[src/rtl/core/spirf_pkg.sv]
// shared types, action codes and an address helper for the spi slave register file
`default_nettype none
package spirf_pkg;

	localparam int unsigned REG_COUNT_DEF = 128;
	localparam int unsigned ACT_W         = 3;
	localparam int unsigned BYTE_W        = 8;
	localparam int unsigned LADDR_W       = 7;
	localparam int unsigned RW_BIT        = 7;
	localparam int unsigned WRAP_STEPS    = 8;

	typedef enum logic [ACT_W-1:0] {
		ACT_SPI_BYTE    = 3'd0,
		ACT_CS_DEASSERT = 3'd1,
		ACT_CS_ASSERT   = 3'd2,
		ACT_LOCAL_WRITE = 3'd3,
		ACT_LOCAL_READ  = 3'd4
	} action_t;

	typedef enum logic {
		KIND_MISO  = 1'b0,
		KIND_LOCAL = 1'b1
	} kind_t;

	// controller to datapath
	typedef struct packed {
		logic capture;
		logic set_sel;
		logic clr_sel;
		logic load_cmd;
		logic wr_spi;
		logic wr_local;
		logic rd_spi;
		logic rd_local;
		logic load_out;
	} cmd_t;

	// datapath to controller
	typedef struct packed {
		action_t act;
		logic    selected;
		logic    awaiting;
		logic    read_mode;
		logic    cmd_read;
	} status_t;

	// reduce a 7-bit address modulo count by repeated subtraction (count >= 16)
	function automatic logic [LADDR_W-1:0] wrap_addr(logic [LADDR_W-1:0] a,
		int unsigned count);
		logic [LADDR_W-1:0] r;
		r = a;
		for (int i = 0; i < WRAP_STEPS; i++) begin
			if (32'(r) >= count) begin
				r = r - LADDR_W'(count);
			end
		end
		return r;
	endfunction

endpackage
`default_nettype wire

[src/rtl/core/spirf_ctrl.sv]
// controller state machine sequencing one item at a time
`default_nettype none
module spirf_ctrl (
	input  wire logic              clk,
	input  wire logic              arst_n,
	input  wire logic              in_valid,
	output logic                   in_stall,
	output logic                   out_valid,
	input  wire logic              out_stall,
	input  wire spirf_pkg::status_t sts,
	output spirf_pkg::cmd_t        cmd
);

	typedef enum logic [1:0] {
		ST_IDLE,
		ST_EXEC,
		ST_RDATA
	} state_t;

	state_t state_q;
	logic   out_valid_q;
	logic   is_read;
	logic   take;

	assign take      = out_valid_q && !out_stall;
	assign in_stall  = (state_q != ST_IDLE);
	assign out_valid = out_valid_q;

	always_comb begin
		cmd         = '0;
		is_read     = 1'b0;
		cmd.capture = (state_q == ST_IDLE) && in_valid;
		if (state_q == ST_EXEC) begin
			unique case (sts.act)
				spirf_pkg::ACT_SPI_BYTE: begin
					if (sts.selected) begin
						if (sts.awaiting) begin
							cmd.load_cmd = 1'b1;
							cmd.rd_spi   = sts.cmd_read;
						end else if (!sts.read_mode) begin
							cmd.wr_spi = 1'b1;
						end else begin
							cmd.rd_spi = 1'b1;
						end
					end
				end
				spirf_pkg::ACT_CS_DEASSERT: cmd.clr_sel  = 1'b1;
				spirf_pkg::ACT_CS_ASSERT:   cmd.set_sel  = 1'b1;
				spirf_pkg::ACT_LOCAL_WRITE: cmd.wr_local = 1'b1;
				spirf_pkg::ACT_LOCAL_READ:  cmd.rd_local = 1'b1;
				default: ;
			endcase
			is_read = cmd.rd_spi || cmd.rd_local;
		end
		cmd.load_out = (state_q == ST_RDATA) && (!out_valid_q || !out_stall);
	end

	always_ff @(posedge clk or negedge arst_n) begin
		if (!arst_n) begin
			state_q     <= ST_IDLE;
			out_valid_q <= 1'b0;
		end else begin
			if (cmd.load_out) begin
				out_valid_q <= 1'b1;
			end else if (take) begin
				out_valid_q <= 1'b0;
			end
			unique case (state_q)
				ST_IDLE: begin
					if (in_valid) begin
						state_q <= ST_EXEC;
					end
				end
				ST_EXEC: state_q <= is_read ? ST_RDATA : ST_IDLE;
				ST_RDATA: begin
					if (cmd.load_out) begin
						state_q <= ST_IDLE;
					end
				end
				default: state_q <= ST_IDLE;
			endcase
		end
	end

endmodule
`default_nettype wire

[src/rtl/core/spirf_dp.sv]
// datapath: item capture, transfer state, register store and output register
`default_nettype none
module spirf_dp #(
	parameter int unsigned REG_COUNT = spirf_pkg::REG_COUNT_DEF
) (
	input  wire logic                          clk,
	input  wire logic                          arst_n,
	input  wire logic [spirf_pkg::ACT_W-1:0]   action,
	input  wire logic [spirf_pkg::BYTE_W-1:0]  spi_byte,
	input  wire logic [spirf_pkg::LADDR_W-1:0] reg_address,
	input  wire logic [spirf_pkg::BYTE_W-1:0]  local_data,
	input  wire spirf_pkg::cmd_t               cmd,
	output spirf_pkg::status_t                 sts,
	output logic                               result_kind,
	output logic [spirf_pkg::BYTE_W-1:0]       data_byte
);

	localparam int unsigned AW = $clog2(REG_COUNT);

	spirf_pkg::action_t                act_q;
	logic [spirf_pkg::BYTE_W-1:0]      spi_q;
	logic [spirf_pkg::LADDR_W-1:0]     laddr_q;
	logic [spirf_pkg::BYTE_W-1:0]      ldata_q;

	logic [AW-1:0]                     cur_addr_q;
	logic                              selected_q;
	logic                              awaiting_q;
	logic                              read_mode_q;

	logic [spirf_pkg::BYTE_W-1:0]      mem_q [REG_COUNT];
	logic [REG_COUNT-1:0]              valid_q;
	logic [spirf_pkg::BYTE_W-1:0]      rdata_q;
	logic                              rvalid_q;
	spirf_pkg::kind_t                  rkind_q;
	spirf_pkg::kind_t                  kind_q;
	logic [spirf_pkg::BYTE_W-1:0]      byte_q;

	logic [AW-1:0]                     start_addr;
	logic [AW-1:0]                     local_addr;
	logic [AW-1:0]                     spi_addr;
	logic [AW-1:0]                     next_addr;
	logic [AW-1:0]                     wr_addr;
	logic [AW-1:0]                     rd_addr;
	logic [spirf_pkg::BYTE_W-1:0]      wr_data;
	logic                              wr_en;
	logic                              rd_en;

	assign start_addr = AW'(spirf_pkg::wrap_addr(spi_q[spirf_pkg::LADDR_W-1:0], REG_COUNT));
	assign local_addr = AW'(spirf_pkg::wrap_addr(laddr_q, REG_COUNT));
	// command byte of a read returns the start register straight away
	assign spi_addr   = cmd.load_cmd ? start_addr : cur_addr_q;
	assign next_addr  = (spi_addr == AW'(REG_COUNT - 1)) ? '0 : spi_addr + 1'b1;
	assign wr_en      = cmd.wr_spi || cmd.wr_local;
	assign rd_en      = cmd.rd_spi || cmd.rd_local;
	assign wr_addr    = cmd.wr_local ? local_addr : cur_addr_q;
	assign wr_data    = cmd.wr_local ? ldata_q : spi_q;
	assign rd_addr    = cmd.rd_local ? local_addr : spi_addr;

	assign sts.act       = act_q;
	assign sts.selected  = selected_q;
	assign sts.awaiting  = awaiting_q;
	assign sts.read_mode = read_mode_q;
	assign sts.cmd_read  = spi_q[spirf_pkg::RW_BIT];

	assign result_kind = kind_q;
	assign data_byte   = byte_q;

	// item capture and output payload
	always_ff @(posedge clk) begin
		if (cmd.capture) begin
			act_q   <= spirf_pkg::action_t'(action);
			spi_q   <= spi_byte;
			laddr_q <= reg_address;
			ldata_q <= local_data;
		end
		if (cmd.load_out) begin
			kind_q <= rkind_q;
			byte_q <= rvalid_q ? rdata_q : '0;
		end
	end

	// transfer state
	always_ff @(posedge clk or negedge arst_n) begin
		if (!arst_n) begin
			cur_addr_q  <= '0;
			selected_q  <= 1'b0;
			awaiting_q  <= 1'b1;
			read_mode_q <= 1'b0;
		end else begin
			if (cmd.set_sel) begin
				selected_q <= 1'b1;
				awaiting_q <= 1'b1;
			end
			if (cmd.clr_sel) begin
				selected_q <= 1'b0;
				awaiting_q <= 1'b1;
			end
			if (cmd.load_cmd) begin
				awaiting_q  <= 1'b0;
				read_mode_q <= spi_q[spirf_pkg::RW_BIT];
				cur_addr_q  <= start_addr;
			end
			if (cmd.wr_spi || cmd.rd_spi) begin
				cur_addr_q <= next_addr;
			end
		end
	end

	// per-entry written flags, unwritten entries read as zero
	always_ff @(posedge clk or negedge arst_n) begin
		if (!arst_n) begin
			valid_q <= '0;
		end else if (wr_en) begin
			valid_q[wr_addr] <= 1'b1;
		end
	end

	// register store with registered read port
	always_ff @(posedge clk) begin
		if (wr_en) begin
			mem_q[wr_addr] <= wr_data;
		end
		if (rd_en) begin
			rdata_q  <= mem_q[rd_addr];
			rvalid_q <= valid_q[rd_addr];
			rkind_q  <= cmd.rd_local ? spirf_pkg::KIND_LOCAL : spirf_pkg::KIND_MISO;
		end
	end

endmodule
`default_nettype wire

[src/rtl/core/spi_slave_register_file.sv]
// spi slave register file: a read adds a read data state, which waits on the output register
// items are taken one at a time; the controller steps capture, execute, read data
// reads go through the store's registered read port, hence the read data state
// the result sits in an output register so the next item is taken while it waits
// asynchronous reset clears transfer state and marks every register as zero, no sweep
`default_nettype none
module spi_slave_register_file #(
	parameter int unsigned REG_COUNT = spirf_pkg::REG_COUNT_DEF
) (
	input  wire logic                          clk,
	input  wire logic                          arst_n,
	// input channel
	input  wire logic                          in_valid,
	output logic                               in_stall,
	input  wire logic [spirf_pkg::ACT_W-1:0]   action,
	input  wire logic [spirf_pkg::BYTE_W-1:0]  spi_byte,
	input  wire logic [spirf_pkg::LADDR_W-1:0] reg_address,
	input  wire logic [spirf_pkg::BYTE_W-1:0]  local_data,
	// output channel
	output logic                               out_valid,
	input  wire logic                          out_stall,
	output logic                               result_kind,
	output logic [spirf_pkg::BYTE_W-1:0]       data_byte
);

	// command and status between sequencer and datapath
	spirf_pkg::cmd_t    cmd;
	spirf_pkg::status_t sts;

	// sequencer: decides what the captured item does
	spirf_ctrl u_ctrl (
		.clk       (clk),
		.arst_n    (arst_n),
		.in_valid  (in_valid),
		.in_stall  (in_stall),
		.out_valid (out_valid),
		.out_stall (out_stall),
		.sts       (sts),
		.cmd       (cmd)
	);

	// datapath: store, address counter, chip select and first-byte flags
	spirf_dp #(
		.REG_COUNT (REG_COUNT)
	) u_dp (
		.clk         (clk),
		.arst_n      (arst_n),
		.action      (action),
		.spi_byte    (spi_byte),
		.reg_address (reg_address),
		.local_data  (local_data),
		.cmd         (cmd),
		.sts         (sts),
		.result_kind (result_kind),
		.data_byte   (data_byte)
	);

endmodule
`default_nettype wire

[config.mk]
export PLATFORM = sky130hd
export DESIGN_NAME = spi_slave_register_file
export DESIGN_NICKNAME = d
export VERILOG_FILES = /design/src/rtl/core/spirf_pkg.sv /design/src/rtl/core/spirf_ctrl.sv /design/src/rtl/core/spirf_dp.sv /design/src/rtl/core/spi_slave_register_file.sv
export SDC_FILE = /design/constraint.sdc
export NUM_CORES = 2
export LEC_CHECK = 0
export BUFFER_PORTS_ARGS = -buffer_cell sky130_fd_sc_hd__clkbuf_2
export CAP_MARGIN = 10
export CELL_PAD_IN_SITES_DETAIL_PLACEMENT = 2
export CELL_PAD_IN_SITES_GLOBAL_PLACEMENT = 2
export CORE_ASPECT_RATIO = 0.75
export CORE_MARGIN = 4
export CORE_UTILIZATION = 28
export DETAILED_ROUTE_END_ITERATION = 16
export GPL_ROUTABILITY_DRIVEN = 0
export PLACE_DENSITY_LB_ADDON = 0.1
export SYNTH_ARGS = -nofsm -noshare
export SYNTH_HDL_FRONTEND = slang
export SYNTH_SLANG_ARGS = --single-unit
[constraint.sdc]
create_clock -name clk -period 4.3 [get_ports clk]
set_input_delay 0 -clock clk [delete_from_list [all_inputs] [get_ports clk]]
set_output_delay 0 -clock clk [all_outputs]
set_load 0.02 [all_outputs]
-- Word-level counts from Yosys, hierarchy flattened
Memories as Yosys holds them, arrays and structs flattened. A register that Yosys moved wholly into a read port is not among the register bits.
Cells that the tools add are included.
- output and inout bits: 11
- memory bits (read-only): 0
- memory bits (writable): 1024
- flip-flop bits (word level): 178
- latch bits: 0
- memories: 1
- shift operators: 0
- add/subtract/negate cells: 1
- order comparisons: 3
- equality and inequality tests: 9
- bitwise logic cells: 1
- multipliers: 0
- reduce and logical (&&, ||, !) cells: 18
- div/mod/pow operators: 0
- muxes and demuxes: 40
- memories (name ; depth ; width ; rd ports ; clocked after memory_dff ; write ports ; line ; source):
    u_dp.mem_q ; 128 ; 8 ; 1 ; 1 ; 1 ; spirf_dp.sv:30 ; logic [spirf_pkg::BYTE_W-1:0] mem_q [REG_COUNT];
- operators with widths (kind ; number):
    $or 128x128->128 ; 1
    $mux 7 ; 6
    $mux 1 ; 25
    $lt 7x8->1 const B ; 2
    $mux 2 ; 5
    $mux 8 ; 1
    $add 7x1->7 const B ; 1
    $bmux 1 s7 ; 1
    $demux 1 s7 ; 1
    $eq 7x7->1 const B ; 1
    $ge 7x1->1 const B ; 1
    $eq 3x2->1 const B ; 2
    $pmux 2 s3 ; 1
    $reduce_bool 2->1 ; 3
    $logic_or 1x1->1 ; 5
    $logic_and 1x1->1 ; 4
    $ne 2x2->1 const B ; 2
    $eq 3x1->1 const B ; 1
    $eq 3x3->1 const B ; 1
    $logic_not 3->1 ; 1
    $reduce_bool 3->1 ; 1
    $eq 2x1->1 const B ; 1
    $eq 2x2->1 const B ; 1
    $logic_not 1->1 ; 2
    other kinds (2) ; 2

-- Logic depth before layout (Yosys ltp)
- depth after elaboration: 12
- gate-level depth with buffers: 15
- mapped depth without buffers: 10

-- Modules after synthesis
A second synthesis with hierarchy kept.
- cells, all modules: 3022
- area total of the unflattened synthesis: 48164.9 µm²
- by module, submodules not included (module ; cells an instance ; instances ; area an instance (µm²) ; sequential area each (µm²)):
    spirf_dp ; 2994 ; 1 ; 47938.5 ; 35555.4
    spirf_ctrl ; 28 ; 1 ; 226.5 ; 75.1

-- Worst setup path after synthesis
Ideal clock, no wire load.
- path type: reg-to-reg
- from: register u_dp.act_q[2]
- to: memory u_dp.mem_q[0][0] (netlist name) (data pin)
- setup time: 511 ps
- stages on the path, launching flop included: 7
- path slack: 407 ps
- clock period less this slack: 3893 ps
- arrival time: 3382 ps
- buffers on the path: 2
- data required time: 3789 ps
- path through: edfxtp_1 -> buf_2 -> or3b_2 -> nor2_1 -> clkbuf_1 -> nand2_1 -> nand2_1
- cells in the longest elaborated chain, start to end: 4
- RTL lines (element ; line ; source):
    start, declared ; spirf_dp.sv:20 ; spirf_pkg::action_t act_q;
    start signal, assigned ; spirf_dp.sv:71 ; act_q <= spirf_pkg::action_t'(action);
    $eq 3x2->1 ; spirf_ctrl.sv:34 ; unique case (sts.act)
    $mux 1 ; spirf_ctrl.sv:34 ;
    $mux 7 ; spirf_ctrl.sv:33 ; if (state_q == ST_EXEC) begin
    $mux 8 ; spirf_dp.sv:56 ; assign wr_data = cmd.wr_local ? ldata_q : spi_q;
    via u_dp.wr_data (one bit) ; spirf_dp.sv:44 ; logic [spirf_pkg::BYTE_W-1:0] wr_data;
    end, declared ; spirf_dp.sv:30 ;
The timed path passes the listed nets, and every way through them passes these cells.

-- Final worst setup path
- from: register u_dp.act_q[1]
- to: register u_dp.rvalid_q (data pin)
- cells in the longest elaborated chain, start to end: 7
- elaborated cells on any way between the ends: 10
- RTL lines (element ; line ; source):
    $eq 3x3->1 or $logic_not 3->1 (tied branches) ; spirf_ctrl.sv:34 ;
    $mux 1 or $mux 2 (tied branches) ; spirf_ctrl.sv:34 ;
    $mux 1 or $mux 7 (tied branches) ; spirf_ctrl.sv:33 ;
    $mux 7 * ; spirf_ctrl.sv:33 ;
    $mux 7 * ; spirf_dp.sv:57 ; assign rd_addr = cmd.rd_local ? local_addr : spi_addr;
    $bmux 1 s7 * ; spirf_dp.sv:125 ; rvalid_q <= valid_q[rd_addr];
    $mux 1 (not written as such) * ; spirf_dp.sv:125 ;
    end signal, assigned ; spirf_dp.sv:125 ;
    end, declared ; spirf_dp.sv:33 ; logic rvalid_q;
Mark *: on every way between the ends. The rest lies on a longest branch, timed or not. The select of a mux whose other input is x is not followed.
A chain may end at the register's enable or synchronous reset.

==> run metrics <==
vias about 30000; skew final about 29 ps; most area-consuming cells after synthesis edfxtp_1 67%, dfrtp_1 7.3%, mux2i_1 6.6%, nand2_1 4.4%, nand3_1 2.0%; layout cells sized above 1 0.200; Post-route DRC 0; CTS tree yes; CTS sink count between 1000 and 1500; max-slew violation count 0; VDD IR max approximately 350 uV; largest area contributor in the netlist edfxtp_1; multi-input combinational cell area roughly 12000 um^2; Final nets around 3700; Max Cap Viol 0; Worst R2R Path Depth 10; Die ar. between 150000 and 200000 um^2; Yosys cell types between 60 and 70; Crit. End Element flip-flop; DR WL/cell between 20 and 30 um; Seq cells post-synth 1210; Syn Inst Count roughly 3300; total global routing overflow 0; setup ws final approximately 66 ps; WS Path Type flip-flop to flip-flop; yosys warns 0; Post-Syn Area ~48000 um^2; worst hold start out_stall; hpwl dp between 100 and 150 mm; worst r2r dst u_dp.rvalid_q$_DFFE_PP_; fmax between 0.2 and 0.25 GHz; All-Layer GR Usage 0.192; final hold vios 0; max_slew headroom 0.0677; ANT nets after route 0; Post-DP Area roughly 53000 um^2; switching power total 11500 uW; Comb power frac 0.287; Hold WC Path Type input port to flip-flop; Final Core Density 0.343; Critical Path Start Type flip-flop; Critical Path Start u_dp.act_q[1]$_DFFE_PP_; Die W 487 um; fin crit share 0.985; I/O Buffers 40; Post-synth EDFFs between 1000 and 1500; Power Internal ~23000 uW; Arrival @ worst endpoint 4750 ps; Area Overhead vs Synth 21.5%; Final Critical Period between 4000 and 5000 ps; first-pass GRT wire length roughly 250 mm; Critical Path RT between 4000 and 5000 ps; clock share of power 0.334; TritonRoute pass-1 iters 5; post-route cell area 58600 um^2; Mean Syn Cell Area about 14 um^2; CTS buffer count 135; initial antenna violation count 8; share of synthesized registers carrying an async set or reset 0.117; r2r setup slk roughly 66 ps; share of the yosys chip area belonging to registers 0.739; FF+latch area roughly 36000 um^2; DR vias/cell about 4.9; Hold Crit Depth 4; Root Driver clkbuf_16; die height between 300 and 400 um; vias in the first global route 32500; DRT iter0 DRCs between 2000 and 2500; core box area between 150000 and 200000 um^2; clock slew at reported path FFs ~60 ps; num rows around 130; area share of the leading cell type in the synthesized netlist 0.666; FF-to-FF Start u_dp.act_q[1]$_DFFE_PP_; H-tree depth 4; status finished, final reports clean; clock latency on the worst-skew pair roughly 770 ps; pre-CTS WS -283 ps; fill cell count roughly 17000; Synthesized Nets between 3000 and 4000; ys flop type edfxtp_1; final setup fails 0; largest net degree at the start of global routing between 100 and 150; critical path fanouts, max 28; clk buf depth 3; Starting Density 0.282; worst slew pin tran 1390 ps; setup TNS 0 ps; Routed WL 174 mm; Hold Path Sink u_dp.data_byte[0]$_SDFFCE_PN0P_; PwrDens between 500 and 600 nW/um^2; sequential share of power 0.379; net switching fraction of the power 0.329; Leakage Power roughly 0.022 uW; IO Pins 41
[worst max-delay path, stage by stage, from the launching register on]
cell	delay, ps
edfxtp_1	410
or4b_1	550
buf_4	210
nor3_1	300
mux2i_1	430
o32a_2	250
buf_12	220
a21oi_1	80
a311oi_1	1050
a211o_1	330
mux2i_1	90
[layer usage]
metal,wire [um],vias up,global-route usage
li1,-,13300,-
met1,85800,16100,0.284
met2,76500,559,0.289
met3,7370,206,0.0333
met4,4070,2,0.0551
met5,13,-,0
[worst max-delay path by stage]
| stage | cells after the start | endpoint | slack [ps] |
|---|---|---|---|
| after floorplan | 6 | u_dp.mem_q[0][0]$_DFFE_PP_ | 410 |
| after global placement | 12 | u_dp.rdata_q[4]$_DFFE_PP_ | -260 |
| after detailed placement | 12 | u_dp.rdata_q[4]$_DFFE_PP_ | -280 |
| after CTS | 13 | u_dp.rdata_q[4]$_DFFE_PP_ | -110 |
| after global routing | 13 | u_dp.rdata_q[5]$_DFFE_PP_ | -20 |
| final | 10 | u_dp.rvalid_q$_DFFE_PP_ | 70 |
[power groups by stage]
stage               Combinational [uW]  Sequential (uW)  Clock, uW
global placement                  9890            13400          0
global route                     10800            13200      12500
floorplan                         5260            13400          0
finish                           10000            13200      11600
CTS                              10100            13200      12000
detailed placement               10000            13400          0
[stage by stage]
stage               cells  power, uW  hold slack (ps)
floorplan            3330      18700             -296
global placement     5769      23300              137
detailed placement   5770      23500              138
CTS                  6078      35300              261
global route         6088      36500              324
finish               6091      34900              333
[state kept, by name (all words and copies together) (netlist names), 2 cells and up]
name and flops:
u_ctrl.state_q 2, u_dp.act_q 3, u_dp.cur_addr_q 7, u_dp.data_byte 8
u_dp.laddr_q 7, u_dp.ldata_q 8, u_dp.mem_q 1024, u_dp.rdata_q 8
u_dp.spi_q 8, u_dp.valid_q 128
[kinds of logic (layout without fill, tap and decap cells)]
group,Yosys count,count (layout),synth area share
AOI/OAI and AO/OA,446,446,0.0608
xor gates and xnor gates,10,10,0.00182
buffers and inverters,197,693,0.0217
DFF,1210,1210,0.739
muxes,320,320,0.0665
other,0,4,0
and+or+nand+nor,1147,1147,0.110
[repair_timing]
item | in CTS | in global routing
endpoints found under the setup margin | 8 | 8
gates resized for setup | 18 | 10
endpoints found under the hold margin | 192 | 0
hold buffers | 59 | 0
buffers inserted | 0 | 8
pin swaps | 0 | 2
[Yosys cell counts (8+ instances only)]
library cell,n
mux2i_1,319
buf_2,63
or2_2,130
nand2_1,564
edfxtp_1,1069
a311oi_1,63
a211oi_1,9
o21ai_0,33
nand3_1,193
and3_1,19
buf_4,13
and2_1,10
buf_6,24
nor4b_1,9
a211o_1,9
clkbuf_1,74
nor4_1,36
or4_1,9
buf_1,18
nand3b_1,8
a21oi_1,137
nor2_1,138
dfrtp_1,140
a31oi_1,11
o22a_1,38
o22ai_1,119
[cell type report]
cell class / instances / area share
clock inverter: 52 / 0.00857
inverter: 5 / 0.000321
tap: 2261 / 0.0483
multi-input combinational: 1923 / 0.202
antenna: 4 / 0.000171
timing repair buffer: 439 / 0.0662
sequential: 1210 / 0.609
clock buffer: 197 / 0.0664
[cell usage in the layout (no fill, tap or decap), types with 10 or more instances in the layout]
master / n
clkinv_1: 16
dlygate4sd3_1: 58
and3_1: 19
dfrtp_1: 140
nand3_1: 193
a311oi_1: 62
mux2i_1: 319
and2_1: 10
o21ai_0: 32
nor2_1: 136
edfxtp_1: 1069
a21oi_1: 133
clkbuf_1: 42
clkbuf_16: 142
nor4_1: 30
o22a_1: 36
clkbuf_8: 14
buf_12: 40
buf_4: 299
o22ai_1: 116
nand2_1: 555
clkinv_2: 17
or2_2: 130
clkbuf_2: 39
No activity file was read; power rests on OpenSTA's default activity.
